`src/rtl/tdp_pkg.sv`:
```
`default_nettype none

package tdp_pkg;

  localparam int NumWidth = 32;
  // Magnitude of a non-negative value, sign bit dropped.
  localparam int MagWidth = NumWidth - 1;
  // Trial divisors tried never exceed the square root of the magnitude.
  localparam int DivWidth = (NumWidth + 1) / 2;
  localparam int SqWidth  = NumWidth;
  localparam int CntWidth = $clog2(MagWidth);

  localparam int FirstDivisor = 2;

  typedef enum logic [2:0] {
    ST_IDLE,
    ST_CHECK,
    ST_DIV,
    ST_FINISH
  } state_e;

  typedef struct packed {
    logic done;
    logic rem_zero;
  } div_status_t;

endpackage

`default_nettype wire

```
`src/rtl/tdp_div.sv`:
```
`default_nettype none

// Restoring remainder unit: one dividend bit per cycle.
module tdp_div (
  input  wire logic                           clk_i,
  input  wire logic                           rst_ni,
  input  wire logic                           start_i,
  input  wire logic [tdp_pkg::MagWidth-1:0]   dividend_i,
  input  wire logic [tdp_pkg::DivWidth-1:0]   divisor_i,
  output tdp_pkg::div_status_t                status_o
);

  logic                           busy_q, busy_d;
  logic                           done_q, done_d;
  logic [tdp_pkg::CntWidth-1:0]   cnt_q, cnt_d;
  logic [tdp_pkg::MagWidth-1:0]   dvd_q, dvd_d;
  logic [tdp_pkg::DivWidth-1:0]   div_q, div_d;
  logic [tdp_pkg::DivWidth:0]     rem_q, rem_d;

  logic [tdp_pkg::DivWidth:0]     rem_shift;
  logic [tdp_pkg::DivWidth:0]     div_ext;
  logic                           last_bit;

  always_comb begin
    rem_shift = {rem_q[tdp_pkg::DivWidth-1:0], dvd_q[tdp_pkg::MagWidth-1]};
    div_ext   = {1'b0, div_q};
    last_bit  = (cnt_q == tdp_pkg::CntWidth'(tdp_pkg::MagWidth - 1));

    busy_d = busy_q;
    done_d = 1'b0;
    cnt_d  = cnt_q;
    dvd_d  = dvd_q;
    div_d  = div_q;
    rem_d  = rem_q;

    if (start_i) begin
      busy_d = 1'b1;
      cnt_d  = '0;
      dvd_d  = dividend_i;
      div_d  = divisor_i;
      rem_d  = '0;
    end else if (busy_q) begin
      // bring down the next bit, subtract when it fits
      rem_d = (rem_shift >= div_ext) ? (rem_shift - div_ext) : rem_shift;
      dvd_d = {dvd_q[tdp_pkg::MagWidth-2:0], 1'b0};
      cnt_d = cnt_q + 1'b1;
      if (last_bit) begin
        busy_d = 1'b0;
        done_d = 1'b1;
      end
    end
  end

  always_ff @(posedge clk_i or negedge rst_ni) begin
    if (!rst_ni) begin
      busy_q <= 1'b0;
      done_q <= 1'b0;
      cnt_q  <= '0;
    end else begin
      busy_q <= busy_d;
      done_q <= done_d;
      cnt_q  <= cnt_d;
    end
  end

  always_ff @(posedge clk_i) begin
    dvd_q <= dvd_d;
    div_q <= div_d;
    rem_q <= rem_d;
  end

  assign status_o.done     = done_q;
  assign status_o.rem_zero = (rem_q == '0);

endmodule

`default_nettype wire

```
`config.mk`:
```
export PLATFORM = sky130hd
export DESIGN_NAME = tdp_div
export DESIGN_NICKNAME = d
export VERILOG_FILES = /design/src/rtl/tdp_pkg.sv /design/src/rtl/tdp_div.sv
export SDC_FILE = /design/constraint.sdc
export NUM_CORES = 1
export LEC_CHECK = 0
export BUFFER_PORTS_ARGS = -buffer_cell sky130_fd_sc_hd__buf_2
export CAP_MARGIN = 30
export CORE_MARGIN = 5
export CORE_UTILIZATION = 40
export DETAILED_ROUTE_END_ITERATION = 8
export PLACE_DENSITY = 0.71
export SYNTH_ARGS = -nofsm -noshare
export SYNTH_HDL_FRONTEND = slang
export SYNTH_SLANG_ARGS = --single-unit
```
`constraint.sdc`:
```
create_clock -name clk_i -period 2.7 [get_ports clk_i]
set_clock_uncertainty 0.1 [all_clocks]
set_input_delay 0.405 -clock clk_i [delete_from_list [all_inputs] [get_ports clk_i]]
set_output_delay 0.405 -clock clk_i [all_outputs]
set_load 0.05 [all_outputs]
```
Word-level counts from Yosys, hierarchy flattened
Index checks and enable logic that the tools add are counted.
Storage, ports and cells
  register bits after elaboration: 71
  output and inout port bits: 2
  word-level logic and storage cells: 23
Operators by class
  $add $sub $neg: 2
  $lt $le $gt $ge: 1
  equality and inequality tests: 1
  multiplexer cells: 11
  reduce and logical (&&, ||, !) cells: 2
Operators with widths (number)
  $mux 31: 2
  $ge 17x16->1: 1
  $logic_not 17->1: 1
  $mux 17: 1
  $sub 17x16->17: 1
  $mux 5: 2
  $mux 1: 6
  $add 5x1->5 const B: 1
  $eq 5x5->1 const B: 1
  $reduce_bool 2->1: 1

Longest topological paths before layout
  depth in word-level cells: 4
  depth in mapped cells: 11
  gate-level depth less buffers: 11

Least setup slack after synthesis
No wires, ideal clock.
  path kind: reg2reg
  from: reg dvd_q[30] (netlist name)
  to: reg rem_q[16] (netlist name)
  library setup time: 0.120 ns
  data arrival time: 2.457 ns
  required time: 2.480 ns
  setup slack: 0.023 ns
  stages on the path, launching flop included: 12
  buffers on the path: 0
  clock period less this slack: 2.677 ns
  path through: edfxtp_1 -> inv_1 -> ha_1 -> inv_1 -> fa_1 -> a21o_1 -> a221oi_1 -> o211ai_1 -> a41o_1 -> a221oi_1 -> or3_1 -> nand3_1
On the way
  cells in the longest elaborated chain, start to end: 2
  elaborated cells on any way between the ends: 3
  classes of those cells: 1 x add/sub; 1 x order compare; 1 x mux
RTL lines
  start, declared: line tdp_div.sv:16  | logic [tdp_pkg::MagWidth-1:0] dvd_q, dvd_d;
  start signal, assigned: line tdp_div.sv:67  | dvd_q <= dvd_d;
  $sub 17x16->17 or $ge 17x16->1 (tied branches): line tdp_div.sv:44  | rem_d = (rem_shift >= div_ext) ? (rem_shift - div_ext) : rem_shift;
  $mux 17 *: line tdp_div.sv:44
  end signal, assigned: line tdp_div.sv:69  | rem_q <= rem_d;
  end, declared: line tdp_div.sv:18  | logic [tdp_pkg::DivWidth:0] rem_q, rem_d;
Mark *: on every way between the ends. The rest lies on a longest branch, timed or not.
A chain may end at the register's enable or synchronous reset.

Worst setup path in the final report
  from: reg dvd_q[30] (netlist name)
  to: reg rem_q[12] (netlist name)
Same word-level chain as after synthesis.

==> impl_metrics.tcl <==
set metrics [dict create \
    outcome "finished clean" \
    holdCritPathClass "in2reg" \
    worstSetupPathType "reg2reg" \
    avgRoutedWirePerCell_um 14.6 \
    report.final.setup_viol 0 \
    placementRows 35 \
    reg2reg_depth 12 \
    post-route-drc-count 0 \
    synth.avg_cell_area_um2 11.7 \
    cp_max_fo 2 \
    post-synth-top-area-fraction 0.375 \
    grt_setup_unrepaired "true" \
    ys_seq_area_frac 0.511 \
    synth_area_um2 3770 \
    ff2ff_setup_slack_ns 0.11 \
    worst_slew_pin_tran_ns 0.448 \
    initial_core_util 0.410 \
    final-max-slew-violation-count 0 \
    die_height_um 107 \
    grt_start_max_net_pins 32 \
    wl_um 7370 \
    number_of_enable_type_register_cells_in_the_synthesized_netlist 47 \
    synth_most_common_cell "edfxtp_1" \
    area_enclosed_by_the_die_boundary_um2 11500 \
    clock_sink_count 71 \
    postSynthCellCount 322 \
    clock_path_buffers 2 \
    worst_skew_pair.late_latency_ns 0.35 \
    cellPowerDensity_nw_per_um2 901 \
    async_flop_share 0.0986 \
    post_synth_main_area_contributors "edfxtp_1, mux2_2, dfxtp_1" \
    worst_setup_path_startpoint "dvd_q[30]" \
    power.ir.vdd_worst_mv 0.350 \
    numPortBuffers 51 \
    period_minus_slack_ns 2.59 \
    num_antenna_cells 0 \
    end_kind "flop" \
    synth_common_cells "edfxtp_1, mux2_2, inv_1, nor2_1" \
    dominantRegCellSynth "edfxtp_1" \
    router_iterations_before_antenna_repair 4 \
    drtIter0Drc 95 \
    die_x_um 107 \
    clkTransAtPathRegs_ns 0.08 \
    h-tree-depth 3 \
    max_clock_freq_mhz 386 \
    totalPowerFinal_w 0.00402 \
    grt_ovf 0 \
    worst-endpoint-arrival_ns 2.72 \
    cts_root_buffer "clkbuf_8" \
    r2r_start "dvd_q[30]" \
    setup.worst_path.end "rem_q[12]" \
    cap_viol_max_count 0 \
    grt_antenna_before_repair 0 \
    r2r-end "rem_q[12]" \
    ys.warnings.count 0 \
    hold_viol 0 \
    grt_use_total 0.133 \
    cts_tree "built" \
    multi_input_comb_area_um2 1670 \
    layout-area-overhead-vs-synth_pct 18.3 \
    post_synth_num_cell_types 48 \
    mappedNetlistNets 391 \
    area_occupied_by_registers_um2 1930 \
    via_count 2615 \
    yosys.area.top_type "edfxtp_1" \
    cp.required_ns 2.83 \
    core_region_area_um2 9200 \
    critical_path.startpoint_type "flop" \
    final_antenna_net_count 0 \
    nFillCells 849 \
    place.detailed.hpwl_um 5370 \
    tritoncts.num_buffers 9 \
    boundaryPins 52 \
    synth.ff_latch_count 71 \
    finish.net_count 460 \
    slew_headroom 0.701 \
    setup-tns-final_ns 0 \
    total_leakage_power_nw 1.88 \
    period_share 0.959 \
    routed_via_density 5.17 \
    grt_pass1_vias 2591 \
    gp_congestion 0.879 \
    drive_above_1_share 0.334 \
    grt_first_pass_wirelength_um 12200 \
]
==> worst max-delay path: stages (launching register included) <==
cell and delay (ns):
edfxtp_1 0.38, inv_2 0.08, ha_4 0.13, inv_2 0.04
fa_2 0.38, a21o_1 0.19, a221oi_2 0.28, o211ai_1 0.17
a41o_1 0.27, buf_4 0.14, xnor2_1 0.11, mux2i_1 0.14
o21ai_1 0.08
==> cells in the final DEF (no fill, tap or decap), types with 7 or more instances in the layout <==
cell type  count
nand2_1       18
a211oi_1      10
clkbuf_8       9
mux2i_1       12
mux2_2        31
xnor2_1       10
a21oi_1       12
dfrtp_1        7
edfxtp_1      47
inv_1         25
nand3_1        7
nor2_1        24
buf_4         18
ha_1          14
dfxtp_1       17
buf_2         51
o21ai_0       11
==> timing repair <==
| item | CTS | global route |
|---|---|---|
| buffers inserted | 0 | 3 |
| setup endpoints to repair | 1 | 16 |
| hold endpoints to repair | 7 | 0 |
| gates resized for setup | 2 | 13 |
| pin swaps | 0 | 13 |
| hold buffers | 1 | 0 |
| gates cloned | 0 | 0 |
==> kinds of logic after synthesis <==
logic type | after synthesis | share of synthesized area
and+or+nand+nor | 75 | 0.0956
DFF | 71 | 0.511
AOI/OAI and AO/OA | 58 | 0.105
muxes | 43 | 0.125
buffers and inverters | 40 | 0.0618
adders and majority gates | 19 | 0.0651
xor gates and xnor gates | 16 | 0.0372
==> metrics by stage <==
step                      std cells  hold WS (ns)   util  instance area (um^2)  setup WS, ns
after global placement          487         0.142  0.451                  4150       -0.0136
after detailed placement        487         0.150  0.451                  4150        -0.105
final                           506         0.134  0.485                  4460         0.110
after floorplan                 322       0.00941      -                  3770        0.0234
after CTS                       503         0.116  0.477                  4380        0.0544
after global routing            506         0.114  0.485                  4460       -0.0216
==> sequential cells by signal, summed over array words and instances (netlist names) <==
signal,count
dvd_q,31
rem_q,17
div_q,16
cnt_q,5
busy_q,1
done_q,1
==> worst min-delay path by stage <==
stage	endpoint	slack, ns	from	cells after the start
floorplan	busy_q	0.009	rst_ni	0
global placement	cnt_q[4]	0.14	rst_ni	1
detailed placement	cnt_q[4]	0.15	rst_ni	1
CTS	div_q[4]	0.12	divisor_i[4]	1
global route	div_q[15]	0.11	divisor_i[15]	1
finish	div_q[15]	0.13	divisor_i[15]	1
==> area by class of cell <==
class	count	area share
Sequential cell	71	0.432
Multi-Input combinational cell	211	0.375
Clock inverter	6	0.0194
Clock buffer	9	0.0278
Timing Repair Buffer	71	0.0923
Inverter	27	0.0227
Tap cell	111	0.0311
==> metal layers <==
metal	share of wire	routed length, um	GRT usage
met2	0.50	3680	0.213
met3	0.040	295	0.0367
met5	0	0	0
met4	0.012	86	0.0493
met1	0.45	3310	0.173
==> power by group <==
| part | internal (W) | total [W] | switching [W] |
|---|---|---|---|
| Sequential | 0.00134 | 0.00149 | 0.000147 |
| Combinational | 0.000765 | 0.00162 | 0.000858 |
| Clock | 0.000513 | 0.000909 | 0.000395 |
| Total | 0.00262 | 0.00402 | 0.00140 |
Note: power is estimated with default switching activity, not from simulation.
